$ cat src/rtl/cde_pkg.sv
// Package for the circular deque engine: operation and status codes,
// controller states and the controller-to-datapath command struct.
// No dependencies; every other file of the block refers to it.
`default_nettype none

package cde_pkg;

    localparam int KIND_W   = 2;
    localparam int VALUE_W  = 32;
    localparam int STATUS_W = 2;

    localparam logic [VALUE_W-1:0] NEG_ONE = {VALUE_W{1'b1}};

    typedef enum logic [KIND_W-1:0] {
        K_PUSH_FRONT = 2'd0,
        K_PUSH_BACK  = 2'd1,
        K_POP_FRONT  = 2'd2,
        K_POP_BACK   = 2'd3
    } t_kind;

    typedef enum logic [STATUS_W-1:0] {
        ST_DONE  = 2'd0,
        ST_FULL  = 2'd1,
        ST_EMPTY = 2'd2
    } t_status;

    typedef enum logic {
        S_IDLE = 1'b0,
        S_EXEC = 1'b1
    } t_state;

    typedef struct packed {
        logic accept;
        logic load_out;
    } t_dp_cmd;

endpackage

`default_nettype wire

$ cat src/rtl/cde_if.sv
// Valid/ready channel interfaces of the circular deque engine: requests in,
// responses out. Depends on cde_pkg for field widths.
`default_nettype none

interface cde_req_if;
    logic                                valid;
    logic                                ready;
    logic [cde_pkg::KIND_W-1:0]          kind;
    logic signed [cde_pkg::VALUE_W-1:0]  value;

    modport source (output valid, output kind, output value, input ready);
    modport sink   (input valid, input kind, input value, output ready);
endinterface

interface cde_rsp_if;
    logic                                valid;
    logic                                ready;
    logic signed [cde_pkg::VALUE_W-1:0]  value_out;
    logic [cde_pkg::STATUS_W-1:0]        status;
    logic                                is_empty;
    logic                                is_full;

    modport source (output valid, output value_out, output status,
                    output is_empty, output is_full, input ready);
    modport sink   (input valid, input value_out, input status,
                    input is_empty, input is_full, output ready);
endinterface

`default_nettype wire

$ cat src/rtl/cde_ctrl.sv
// Controller of the circular deque engine: sequences accept and execute,
// and owns the response valid flag. Depends on cde_pkg.
`default_nettype none

module cde_ctrl (
    input  wire logic             i_clk,
    input  wire logic             i_rst_n,
    input  wire logic             i_in_valid,
    input  wire logic             i_out_ready,
    output logic                  o_in_ready,
    output logic                  o_out_valid,
    output cde_pkg::t_dp_cmd      o_cmd
);

    cde_pkg::t_state r_state;
    cde_pkg::t_state n_state;
    logic            r_out_valid;
    logic            n_out_valid;
    logic            can_load;

    // The output register can take a new result when empty or being drained.
    assign can_load = !r_out_valid || i_out_ready;

    always_comb begin
        n_state = r_state;
        case (r_state)
            cde_pkg::S_IDLE: begin
                if (i_in_valid) begin
                    n_state = cde_pkg::S_EXEC;
                end
            end
            cde_pkg::S_EXEC: begin
                if (can_load) begin
                    n_state = cde_pkg::S_IDLE;
                end
            end
            default: n_state = cde_pkg::S_IDLE;
        endcase
    end

    always_comb begin
        o_in_ready     = 1'b0;
        o_cmd.accept   = 1'b0;
        o_cmd.load_out = 1'b0;
        case (r_state)
            cde_pkg::S_IDLE: begin
                o_in_ready   = 1'b1;
                o_cmd.accept = i_in_valid;
            end
            cde_pkg::S_EXEC: begin
                o_cmd.load_out = can_load;
            end
            default: begin
                o_in_ready = 1'b0;
            end
        endcase
    end

    always_comb begin
        n_out_valid = r_out_valid;
        if (o_cmd.load_out) begin
            n_out_valid = 1'b1;
        end else if (r_out_valid && i_out_ready) begin
            n_out_valid = 1'b0;
        end
    end

    assign o_out_valid = r_out_valid;

    always_ff @(posedge i_clk) begin
        if (!i_rst_n) begin
            r_state     <= cde_pkg::S_IDLE;
            r_out_valid <= 1'b0;
        end else begin
            r_state     <= n_state;
            r_out_valid <= n_out_valid;
        end
    end

endmodule

`default_nettype wire

$ cat src/rtl/cde_dp.sv
// Datapath of the circular deque engine: ring pointers, slot memory with
// registered read, and the response register. Depends on cde_pkg.
`default_nettype none

module cde_dp #(
    parameter int DEPTH = 16
) (
    input  wire logic                           i_clk,
    input  wire logic                           i_rst_n,
    input  cde_pkg::t_dp_cmd                    i_cmd,
    input  wire logic [cde_pkg::KIND_W-1:0]     i_kind,
    input  wire logic [cde_pkg::VALUE_W-1:0]    i_value,
    output logic [cde_pkg::VALUE_W-1:0]         o_value_out,
    output logic [cde_pkg::STATUS_W-1:0]        o_status,
    output logic                                o_is_empty,
    output logic                                o_is_full
);

    localparam int AW = (DEPTH > 1) ? $clog2(DEPTH) : 1;
    localparam logic [AW-1:0] LAST = AW'(DEPTH - 1);

    logic [cde_pkg::VALUE_W-1:0] r_slots [DEPTH];
    logic [cde_pkg::VALUE_W-1:0] r_rd_data;

    logic [AW-1:0]    r_front;
    logic [AW-1:0]    r_back;
    logic [AW-1:0]    n_front;
    logic [AW-1:0]    n_back;
    logic [AW-1:0]    front_next;
    logic [AW-1:0]    front_prev;
    logic [AW-1:0]    back_next;
    logic [AW-1:0]    back_prev;
    logic [AW-1:0]    n_back_next;
    logic [AW-1:0]    wr_addr;
    logic [AW-1:0]    rd_addr;
    logic             wr_en;
    logic             is_empty_now;
    logic             is_full_now;
    cde_pkg::t_kind   kind;
    cde_pkg::t_status n_status;
    logic             n_pop_ok;

    // Result fields of the item in flight, held until the read data returns.
    cde_pkg::t_status r_status;
    logic             r_pop_ok;
    logic             r_empty;
    logic             r_full;

    assign kind         = cde_pkg::t_kind'(i_kind);
    assign front_next   = (r_front == LAST) ? '0 : r_front + 1'b1;
    assign front_prev   = (r_front == '0) ? LAST : r_front - 1'b1;
    assign back_next    = (r_back == LAST) ? '0 : r_back + 1'b1;
    assign back_prev    = (r_back == '0) ? LAST : r_back - 1'b1;
    assign is_empty_now = (r_front == r_back);
    assign is_full_now  = (back_next == r_front);

    always_comb begin
        n_front  = r_front;
        n_back   = r_back;
        n_status = cde_pkg::ST_DONE;
        n_pop_ok = 1'b0;
        wr_en    = 1'b0;
        wr_addr  = r_front;
        rd_addr  = r_back;
        case (kind)
            cde_pkg::K_PUSH_FRONT: begin
                wr_addr = r_front;
                if (is_full_now) begin
                    n_status = cde_pkg::ST_FULL;
                end else begin
                    wr_en   = 1'b1;
                    n_front = front_prev;
                end
            end
            cde_pkg::K_PUSH_BACK: begin
                wr_addr = back_next;
                if (is_full_now) begin
                    n_status = cde_pkg::ST_FULL;
                end else begin
                    wr_en  = 1'b1;
                    n_back = back_next;
                end
            end
            cde_pkg::K_POP_FRONT: begin
                rd_addr = front_next;
                if (is_empty_now) begin
                    n_status = cde_pkg::ST_EMPTY;
                end else begin
                    n_pop_ok = 1'b1;
                    n_front  = front_next;
                end
            end
            cde_pkg::K_POP_BACK: begin
                rd_addr = r_back;
                if (is_empty_now) begin
                    n_status = cde_pkg::ST_EMPTY;
                end else begin
                    n_pop_ok = 1'b1;
                    n_back   = back_prev;
                end
            end
            default: begin
                n_status = cde_pkg::ST_DONE;
            end
        endcase
    end

    assign n_back_next = (n_back == LAST) ? '0 : n_back + 1'b1;

    always_ff @(posedge i_clk) begin
        if (i_cmd.accept && wr_en) begin
            r_slots[wr_addr] <= i_value;
        end
        if (i_cmd.accept) begin
            r_rd_data <= r_slots[rd_addr];
        end
    end

    always_ff @(posedge i_clk) begin
        if (!i_rst_n) begin
            r_front <= LAST;
            r_back  <= LAST;
        end else if (i_cmd.accept) begin
            r_front <= n_front;
            r_back  <= n_back;
        end
    end

    always_ff @(posedge i_clk) begin
        if (i_cmd.accept) begin
            r_status <= n_status;
            r_pop_ok <= n_pop_ok;
            r_empty  <= (n_front == n_back);
            r_full   <= (n_back_next == n_front);
        end
        if (i_cmd.load_out) begin
            o_value_out <= r_pop_ok ? r_rd_data : cde_pkg::NEG_ONE;
            o_status    <= r_status;
            o_is_empty  <= r_empty;
            o_is_full   <= r_full;
        end
    end

endmodule

`default_nettype wire

$ cat src/rtl/circular_deque_engine_core.sv
// Top level of the circular deque engine: joins controller and datapath
// to the request and response channels. Depends on cde_pkg, cde_if,
// cde_ctrl and cde_dp.
//
//  Channel | Direction | Payload
//  --------+-----------+--------------------------------------------
//  i_req   | in        | kind, value
//  o_rsp   | out       | value_out, status, is_empty, is_full
//
// Each operation has an accept cycle, which updates the pointers, writes a
// pushed value and starts the slot read, and then an execute cycle, which
// loads the response register from the registered read data. No request is
// taken while an execute cycle is pending. A waiting response does not
// block the next request; the execute cycle stalls only while the response
// register still holds an untaken transaction. Synchronous reset empties
// the deque (both pointers at DEPTH-1); slot contents are not cleared.
`default_nettype none

module circular_deque_engine_core #(
    parameter int DEPTH = 16
) (
    input  wire logic  i_clk,
    input  wire logic  i_rst_n,
    cde_req_if.sink    i_req,
    cde_rsp_if.source  o_rsp
);

    cde_pkg::t_dp_cmd            cmd;
    logic [cde_pkg::VALUE_W-1:0] value_out;

    cde_ctrl u_ctrl (
        .i_clk       (i_clk),
        .i_rst_n     (i_rst_n),
        .i_in_valid  (i_req.valid),
        .i_out_ready (o_rsp.ready),
        .o_in_ready  (i_req.ready),
        .o_out_valid (o_rsp.valid),
        .o_cmd       (cmd)
    );

    cde_dp #(
        .DEPTH (DEPTH)
    ) u_dp (
        .i_clk       (i_clk),
        .i_rst_n     (i_rst_n),
        .i_cmd       (cmd),
        .i_kind      (i_req.kind),
        .i_value     (i_req.value),
        .o_value_out (value_out),
        .o_status    (o_rsp.status),
        .o_is_empty  (o_rsp.is_empty),
        .o_is_full   (o_rsp.is_full)
    );

    assign o_rsp.value_out = value_out;

    // A request is never accepted directly after another one.
    a_no_back_to_back: assert property (@(posedge i_clk) disable iff (!i_rst_n)
        i_req.valid && i_req.ready |=> !i_req.ready)
        else $error("request accepted in the cycle after an accept");

    // With at least two slots the deque is never empty and full at once.
    a_empty_full_excl: assert property (@(posedge i_clk) disable iff (!i_rst_n)
        o_rsp.valid |-> !(o_rsp.is_empty && o_rsp.is_full))
        else $error("response reports empty and full together");

    // A refused push leaves the deque full.
    a_full_refusal: assert property (@(posedge i_clk) disable iff (!i_rst_n)
        o_rsp.valid && (o_rsp.status == cde_pkg::ST_FULL) |-> o_rsp.is_full)
        else $error("full refusal while deque not full");

    // A refused pop leaves the deque empty and returns all ones.
    a_empty_refusal: assert property (@(posedge i_clk) disable iff (!i_rst_n)
        o_rsp.valid && (o_rsp.status == cde_pkg::ST_EMPTY)
            |-> o_rsp.is_empty && (o_rsp.value_out == cde_pkg::NEG_ONE))
        else $error("empty refusal with wrong flags or value");

endmodule

`default_nettype wire
$ cat src/flat_wrapper.sv
// flat-port wrapper written by rule: the top's interface ports become plain ports
module circular_deque_engine_core_flat 
#(
    parameter int DEPTH = 16
)
  (i_clk, i_rst_n, i_req_valid, i_req_kind, i_req_value, i_req_ready, o_rsp_valid, o_rsp_value_out, o_rsp_status, o_rsp_is_empty, o_rsp_is_full, o_rsp_ready);
  cde_req_if i_req_i ();
  cde_rsp_if o_rsp_i ();
  input  wire logic i_clk;
  input  wire logic i_rst_n;
  input wire logic [$bits(i_req_i.valid)-1:0] i_req_valid;
  input wire logic [$bits(i_req_i.kind)-1:0] i_req_kind;
  input wire logic [$bits(i_req_i.value)-1:0] i_req_value;
  output wire logic [$bits(i_req_i.ready)-1:0] i_req_ready;
  output wire logic [$bits(o_rsp_i.valid)-1:0] o_rsp_valid;
  output wire logic [$bits(o_rsp_i.value_out)-1:0] o_rsp_value_out;
  output wire logic [$bits(o_rsp_i.status)-1:0] o_rsp_status;
  output wire logic [$bits(o_rsp_i.is_empty)-1:0] o_rsp_is_empty;
  output wire logic [$bits(o_rsp_i.is_full)-1:0] o_rsp_is_full;
  input wire logic [$bits(o_rsp_i.ready)-1:0] o_rsp_ready;
  assign i_req_i.valid = i_req_valid;
  assign i_req_i.kind = i_req_kind;
  assign i_req_i.value = i_req_value;
  assign i_req_ready = i_req_i.ready;
  assign o_rsp_valid = o_rsp_i.valid;
  assign o_rsp_value_out = o_rsp_i.value_out;
  assign o_rsp_status = o_rsp_i.status;
  assign o_rsp_is_empty = o_rsp_i.is_empty;
  assign o_rsp_is_full = o_rsp_i.is_full;
  assign o_rsp_i.ready = o_rsp_ready;
  circular_deque_engine_core #(.DEPTH(DEPTH)) u_core (.i_clk(i_clk), .i_rst_n(i_rst_n), .i_req(i_req_i), .o_rsp(o_rsp_i));
endmodule
$ cat config.mk
export PLATFORM = sky130hd
export DESIGN_NAME = circular_deque_engine_core_flat
export DESIGN_NICKNAME = d
export VERILOG_FILES = /design/src/rtl/cde_pkg.sv /design/src/rtl/cde_if.sv /design/src/rtl/cde_ctrl.sv /design/src/rtl/cde_dp.sv /design/src/rtl/circular_deque_engine_core.sv /design/src/flat_wrapper.sv
export SDC_FILE = /design/constraint.sdc
export NUM_CORES = 1
export LEC_CHECK = 0
export BUFFER_PORTS_ARGS = -buffer_cell sky130_fd_sc_hd__buf_2
export CAP_MARGIN = 20
export CORE_MARGIN = 5
export CORE_UTILIZATION = 56
export CTS_BUF_LIST = sky130_fd_sc_hd__clkbuf_16
export DETAILED_ROUTE_END_ITERATION = 10
export GPL_TIMING_DRIVEN = 0
export PLACE_DENSITY_LB_ADDON = 0.25
export SYNTH_ARGS = -nofsm -noshare
export SYNTH_HDL_FRONTEND = slang
export SYNTH_SLANG_ARGS = --single-unit
$ cat constraint.sdc
create_clock -name i_clk -period 3.6 [get_ports i_clk]
set_input_delay 0.72 -clock i_clk [delete_from_list [all_inputs] [get_ports i_clk]]
set_output_delay 0.72 -clock i_clk [all_outputs]
set_load 0.02 [all_outputs]
# Word-level counts from Yosys, hierarchy flattened
# Memory sizes are Yosys's and may differ from the RTL's. A register that Yosys moved wholly into a read port is not among the register bits.
# Cells that the tools add are included.
# op_classes
order_cmp,0
bitwise,1
addsub,5
n_div,0
n_shift,0
n_mul,0
mux,29
n_reduce_logical,10
n_eq_ne,10
# op_table
operator,count
$mux 4,11
$eq 4x4->1,4
$pmux 4 s2,2
$mux 1,13
$add 4x1->4 const B,3
$eq 4x4->1 const B,3
$logic_not 4->1,2
$sub 4x1->4 const B,2
$eq 2x2->1 const B,2
$pmux 2 s2,1
$reduce_or 2->1,2
$eq 2x1->1 const B,1
$logic_and 1x1->1,2
$logic_not 2->1,1
$mux 2,1
$pmux 1 s2,1
$reduce_bool 2->1,1
$logic_not 1->1,1
$logic_or 1x1->1,1
$not 1->1,1
# totals
ram_bits,512
rom_bits,0
reg_bits,51
mem_count,1
latch_bits,0
output_inout_bits,38
word_cells,68
# memory_table
name,depth,word_bits,rd,rd_clocked_by_memory_dff,wr,line,source
u_core.u_dp.r_slots,16,32,1,1,1,cde_dp.sv:22,logic [cde_pkg::VALUE_W-1:0] r_slots [DEPTH];

# Logic depth before layout (Yosys ltp)
# depth
word_depth,8
ltp_mapped,15
ltp_nobuf,13

# By module
# Synthesis repeated with hierarchy kept, for this count alone.
# hier_totals
hier_cells,1135
hier_area_um2,23339.9
# by_module_without_submodules
mod,cells_each,n_inst,area_each_um2,seq_area_each_um2
cde_dp,1125,1,23229.8,17727.0
cde_ctrl,10,1,110.1,40.0

# Least setup slack after synthesis
# No wires, ideal clock.
# synth_path
kind,reg-to-reg
start,register u_core.u_dp.r_back[1]
end,memory u_core.u_dp.r_slots[7][0] (netlist bit) (enable)
setup_ns,0.421
period_less_slack_ns,3.876
slack_ns,-0.276
arrival_time_ns,3.455
n_path_buf,2
stages_incl_launch_ff,13
cell_sequence,dfxtp_1 -> buf_2 -> inv_1 -> ha_1 -> xnor2_1 -> o2111ai_1 -> or3_1 -> buf_6 -> and2_4 -> nand2_1 -> nor2_1 -> o21ai_0 -> nor2_1
# synth_between
elab_chain_cells,8
elab_cells_between_ends,10
cone_classes,add/sub (1); eq/ne (2); mux (6); reduce/logical (1)
# synth_rtl
item,line,source
start: declaration,cde_dp.sv:26,logic [AW-1:0] r_back;
start signal: assignment,cde_dp.sv:125,r_back <= n_back;
$add 4x1->4 or $eq 4x4->1 (tied branches),cde_dp.sv:52,assign back_next = (r_back == LAST) ? '0 : r_back + 1'b1;
$mux 4 (*),cde_dp.sv:52,
$eq 4x4->1,cde_dp.sv:55,assign is_full_now = (back_next == r_front);
$mux 1,"cde_dp.sv:68, cde_dp.sv:77",
$mux 1,n/a,
$logic_and 1x1->1,cde_dp.sv:111,if (i_cmd.accept && wr_en) begin
$mux 1,cde_dp.sv:111,
$mux 1 (implied by the code),cde_dp.sv:112,r_slots[wr_addr] <= i_value;
end: declaration,cde_dp.sv:22,
# Every way passes the cells marked *; elsewhere a longest branch is shown, timed or not.

# Worst setup path after layout
# layout_path
start,register u_core.u_dp.r_back[1]
end,"register u_core.u_dp.r_full, data pin"
# layout_between
elab_chain_cells,8
elab_cells_between_ends,18
cone_classes,add/sub (3); eq/ne (5); mux (9); reduce/logical (1)
# layout_rtl
item,line,source
$add 4x1->4 or $eq 4x4->1 (tied branches),cde_dp.sv:52,
$mux 4,cde_dp.sv:52,
$eq 4x4->1,cde_dp.sv:55,
$mux 4,cde_dp.sv:77,if (is_full_now) begin
$pmux 4 s2 (*),cde_dp.sv:65,case (kind)
via u_core.u_dp.n_back[1],cde_dp.sv:28,logic [AW-1:0] n_back;
$add 4x1->4 or $eq 4x4->1 (tied branches),cde_dp.sv:108,assign n_back_next = (n_back == LAST) ? '0 : n_back + 1'b1;
$mux 4 (*),cde_dp.sv:108,
$eq 4x4->1 (*),cde_dp.sv:134,r_full <= (n_back_next == n_front);
end signal: assignment,cde_dp.sv:134,
end: declaration,cde_dp.sv:47,logic r_full;
# The timed path passes the listed nets; every way through them passes the cells marked *.
# A chain may end at the register's enable or synchronous reset.

==> flow_summary.json <==
{
  "outcome": "finished clean",
  "grt_start_max_net_pins": 27,
  "end_kind": "flop",
  "skew_ps": 27.1,
  "viasPerCell": 6.21,
  "yosys-top-cells-count": "edfxtp_1, mux4_2, a21oi_1, nor2_1, nor2b_1",
  "gr-total-overflow": 0,
  "initial_core_util": 0.568,
  "p_leak_nw": 8.80,
  "antenna_cells": 0,
  "grt_pass1_wl_mm": 74.7,
  "pwr-share-seq": 0.503,
  "antenna_found_initial": 2,
  "clockBufferDepth": 3,
  "critical-path-slowest-cell": "a2111oi_2",
  "intPower_w": 0.0120,
  "die_w_um": 214,
  "crit_chain": "buf_4 > inv_1 > ha_4 > xnor2_2 > o2111ai_1 > or3_1 > buf_6 > a221oi_4 > o31ai_4 > buf_4 > a211o_1 > a31o_1 > a2111oi_2",
  "yosysWarningCount": 0,
  "cts-hold-fix-buffers": 0,
  "crit_type": "flop to flop",
  "clock.fmax_mhz": 285,
  "final_nets": 1349,
  "drive_gt1_frac": 0.299,
  "min_from": "i_req_valid",
  "die_area_mm2": 0.0457,
  "rsz0062_at_grt": "yes",
  "r2r-start": "u_core.u_dp.r_back[1]$_SDFFE_PN1P_",
  "combPwrFrac": 0.113,
  "synth-main-ff-cell": "edfxtp_1",
  "synth-seq-area-share": 0.765,
  "finalHoldViolCount": 0,
  "place_inst": 1756,
  "hold_end": "u_core.u_ctrl.r_state$_SDFF_PN0_",
  "worstSkewPairLatency_ps": 620,
  "route.detailed.drc": 0,
  "first_iter_violations": 1200,
  "power_density_mw_per_mm2": 578,
  "synth_area_per_cell_um2": 20.5,
  "drtAntennaViolNets": 0,
  "synthTopCellsByArea": "edfxtp_1, mux4_2, mux2i_1",
  "p_clk_frac": 0.385,
  "synth_edf_count": 585,
  "io_buffers": 73,
  "final_core_util": 0.661,
  "synth_top_area_frac": 0.756,
  "root_buffer": "clkbuf_16",
  "hold_class": "input port to flop",
  "rows": 74,
  "finalSetupViolCount": 0,
  "path_delay_family": "compound AO/OA/AOI/OAI gates",
  "path_max_fanout": 10,
  "die_h_um": 214,
  "synthArstFlopShare": 0,
  "synth.most_common_cell": "edfxtp_1",
  "crit_buf_inv": 4,
  "htreeDepth": 2,
  "pin_count": 76,
  "synth-seq-cells": 595,
  "max_slew_margin": 0.430,
  "sw_frac_of_total": 0.231,
  "syn_inst": 1132,
  "regToRegSetupSlack_ps": 90,
  "crit_top_cell": "buf_4",
  "synth_cell_types": 62,
  "grt_pass1_vias": 11900,
  "drv_slew": 0,
  "synth_nets": 1176,
  "cp-start-kind": "flop",
  "rr_worst_depth": 13,
  "crit_path_start": "u_core.u_dp.r_back[1]$_SDFFE_PN1P_",
  "finalCriticalPeriod_ps": 3510,
  "tightest_slew_ps": 849,
  "routabilityCongestion": 0.843,
  "firstDrtPassIters": 5,
  "synth_top_cell_by_area": "edfxtp_1",
  "syn_to_final_growth_pct": 16.4,
  "track_usage": 0.222,
  "clk_pin_slew_ps": 60,
  "cts_sinks": 595,
  "fin_crit_sh": 0.976,
  "worst_path_largest_cell_delay_ps": 370,
  "rr_endpoint": "u_core.u_dp.r_full$_DFFE_PP_",
  "mappedNetlistArea_mm2": 0.0232,
  "vdd_drop_max_v": 0.000508,
  "critPathRequiredTime_ps": 4000,
  "dp.final_hpwl_mm": 30.4,
  "finalSetupTns_ps": 0,
  "drv_cap": 0,
  "final-instance-count-excl-fill": 1882,
  "cts_inserted_buffers": 58,
  "switching_power_w": 0.00361,
  "drt-total-wl_mm": 50.0,
  "drt-wirelength-per-cell_um": 26.6,
  "hold_depth": 3,
  "core_area_mm2": 0.0409,
  "tritoncts": "built",
  "worst_ep_arrival_time_ps": 3910,
  "dr_total_vias": 11700
}
[through the flow]
stage / area [um^2] / setup slack, ps / total power [W] / hold WS (ps)
6_report: 27000 / 86.8 / 0.0156 / 412
5_1_grt: 27000 / -44.1 / 0.0162 / 415
4_1_cts: 26900 / -0.747 / 0.0157 / 384
3_5_place_dp: 24800 / -885 / 0.00973 / 405
3_3_place_gp: 24300 / -2820 / 0.00966 / 405
2_1_floorplan: 23300 / -276 / 0.00915 / 400
[layout by cell type (no fill, tap or decap), types with 3 or more instances in the layout]
cell | netlist | layout
o21a_1 | 3 | 3
clkbuf_16 | 0 | 59
bufinv_16 | 0 | 7
nor2_4 | 0 | 16
buf_4 | 3 | 22
clkinv_1 | 2 | 18
dfxtp_1 | 10 | 9
nor2_1 | 37 | 21
nand2b_1 | 33 | 33
nand3_1 | 4 | 4
nand4_1 | 4 | 4
o211ai_1 | 7 | 7
buf_12 | 0 | 24
nor4_1 | 3 | 3
ha_1 | 6 | 5
xor2_1 | 3 | 3
mux4_2 | 128 | 128
nor2b_1 | 35 | 35
a21oi_1 | 46 | 45
xnor2_1 | 12 | 11
nand2_1 | 27 | 27
nor3_1 | 3 | 3
o21ai_0 | 7 | 7
a211oi_1 | 33 | 32
clkinv_2 | 0 | 13
mux2i_1 | 34 | 34
clkbuf_1 | 30 | 18
clkinvlp_4 | 0 | 3
clkbuf_2 | 1 | 14
edfxtp_1 | 585 | 585
buf_6 | 1 | 3
a41oi_1 | 3 | 3
inv_1 | 8 | 11
buf_2 | 20 | 87
[metal layers]
metal | GRT usage | routed length (um)
met2 | 0.353 | 24400
met4 | 0.0572 | 1100
met5 | 0 | 14
met1 | 0.323 | 20700
met3 | 0.0502 | 3810
[worst max-delay path by stage]
stage | endpoint | slack (ps) | cells after the start
after floorplan | u_core.u_dp.r_slots[7][0]$_DFFE_PP_ | -280 | 12
after global placement | u_core.u_dp.r_slots[11][6]$_DFFE_PP_ | -2820 | 7
after detailed placement | u_core.u_dp.r_rd_data[15]$_DFFE_PP_ | -880 | 10
after CTS | u_core.u_dp.r_slots[12][24]$_DFFE_PP_ | -0.7 | 10
after global routing | u_core.u_dp.r_full$_DFFE_PP_ | -40 | 13
final | u_core.u_dp.r_full$_DFFE_PP_ | 90 | 13
[area by class of cell]
| type | instances | area, um^2 |
|---|---|---|
| Clock inverter | 46 | 435 |
| Buffer | 61 | 338 |
| Timing Repair Buffer | 113 | 1010 |
| Clock buffer | 59 | 1480 |
| Multi-Input combinational cell | 465 | 5310 |
| Sequential cell | 595 | 17800 |
| Tap cell | 532 | 666 |
| Fill cell | 2706 | 13900 |
| Inverter | 11 | 42.5 |
[worst register-to-register path, stage by stage (launching register included)]
cell       delay (ps)
dfxtp_1           360
buf_4             200
inv_1             130
ha_4              330
xnor2_2           130
o2111ai_1         150
or3_1             350
buf_6             160
a221oi_4          260
o31ai_4           130
buf_4             170
a211o_1           310
a31o_1            240
a2111oi_2         370
[power groups by stage]
| stage | Clock, W | Sequential, W | Combinational [W] |
|---|---|---|---|
| floorplan | 0 | 0.00803 | 0.00112 |
| global placement | 0 | 0.00801 | 0.00165 |
| detailed placement | 0 | 0.00801 | 0.00173 |
| CTS | 0.00612 | 0.00786 | 0.00177 |
| global route | 0.00642 | 0.00787 | 0.00190 |
| finish | 0.00601 | 0.00786 | 0.00176 |
[sequential cells by signal, summed over array words and instances, names as in the netlist]
signal	count
u_core.u_dp.r_slots	512
u_core.u_dp.o_is_empty	1
u_core.u_dp.r_back	4
u_core.u_dp.r_empty	1
u_core.u_ctrl.o_out_valid	1
u_core.u_dp.o_is_full	1
u_core.u_dp.r_full	1
u_core.u_dp.r_front	4
u_core.u_ctrl.r_state	1
u_core.u_dp.r_rd_data	32
u_core.u_dp.r_status	2
u_core.u_dp.r_pop_ok	1
u_core.u_dp.o_status	2
u_core.u_dp.o_value_out	32
[cells by family (layout without fill, tap and decap cells)]
family                     count (synthesis)  in the layout  share of synthesized area
adders and majority gates                  6              6                    0.00323
muxes                                    162            162                      0.139
and+or+nand+nor                          157            157                     0.0356
DFF                                      595            595                      0.765
AOI/OAI and AO/OA                        123            123                     0.0368
xor gates and xnor gates                  17             17                    0.00738
buffers and inverters                     72            290                     0.0136
[repair_timing]
action	4_1_cts	5_1_grt
pin swaps	10	6
setup endpoints to repair	252	216
gates resized for setup	27	18
buffers inserted	11	9
(Power assumes the default switching activity.)
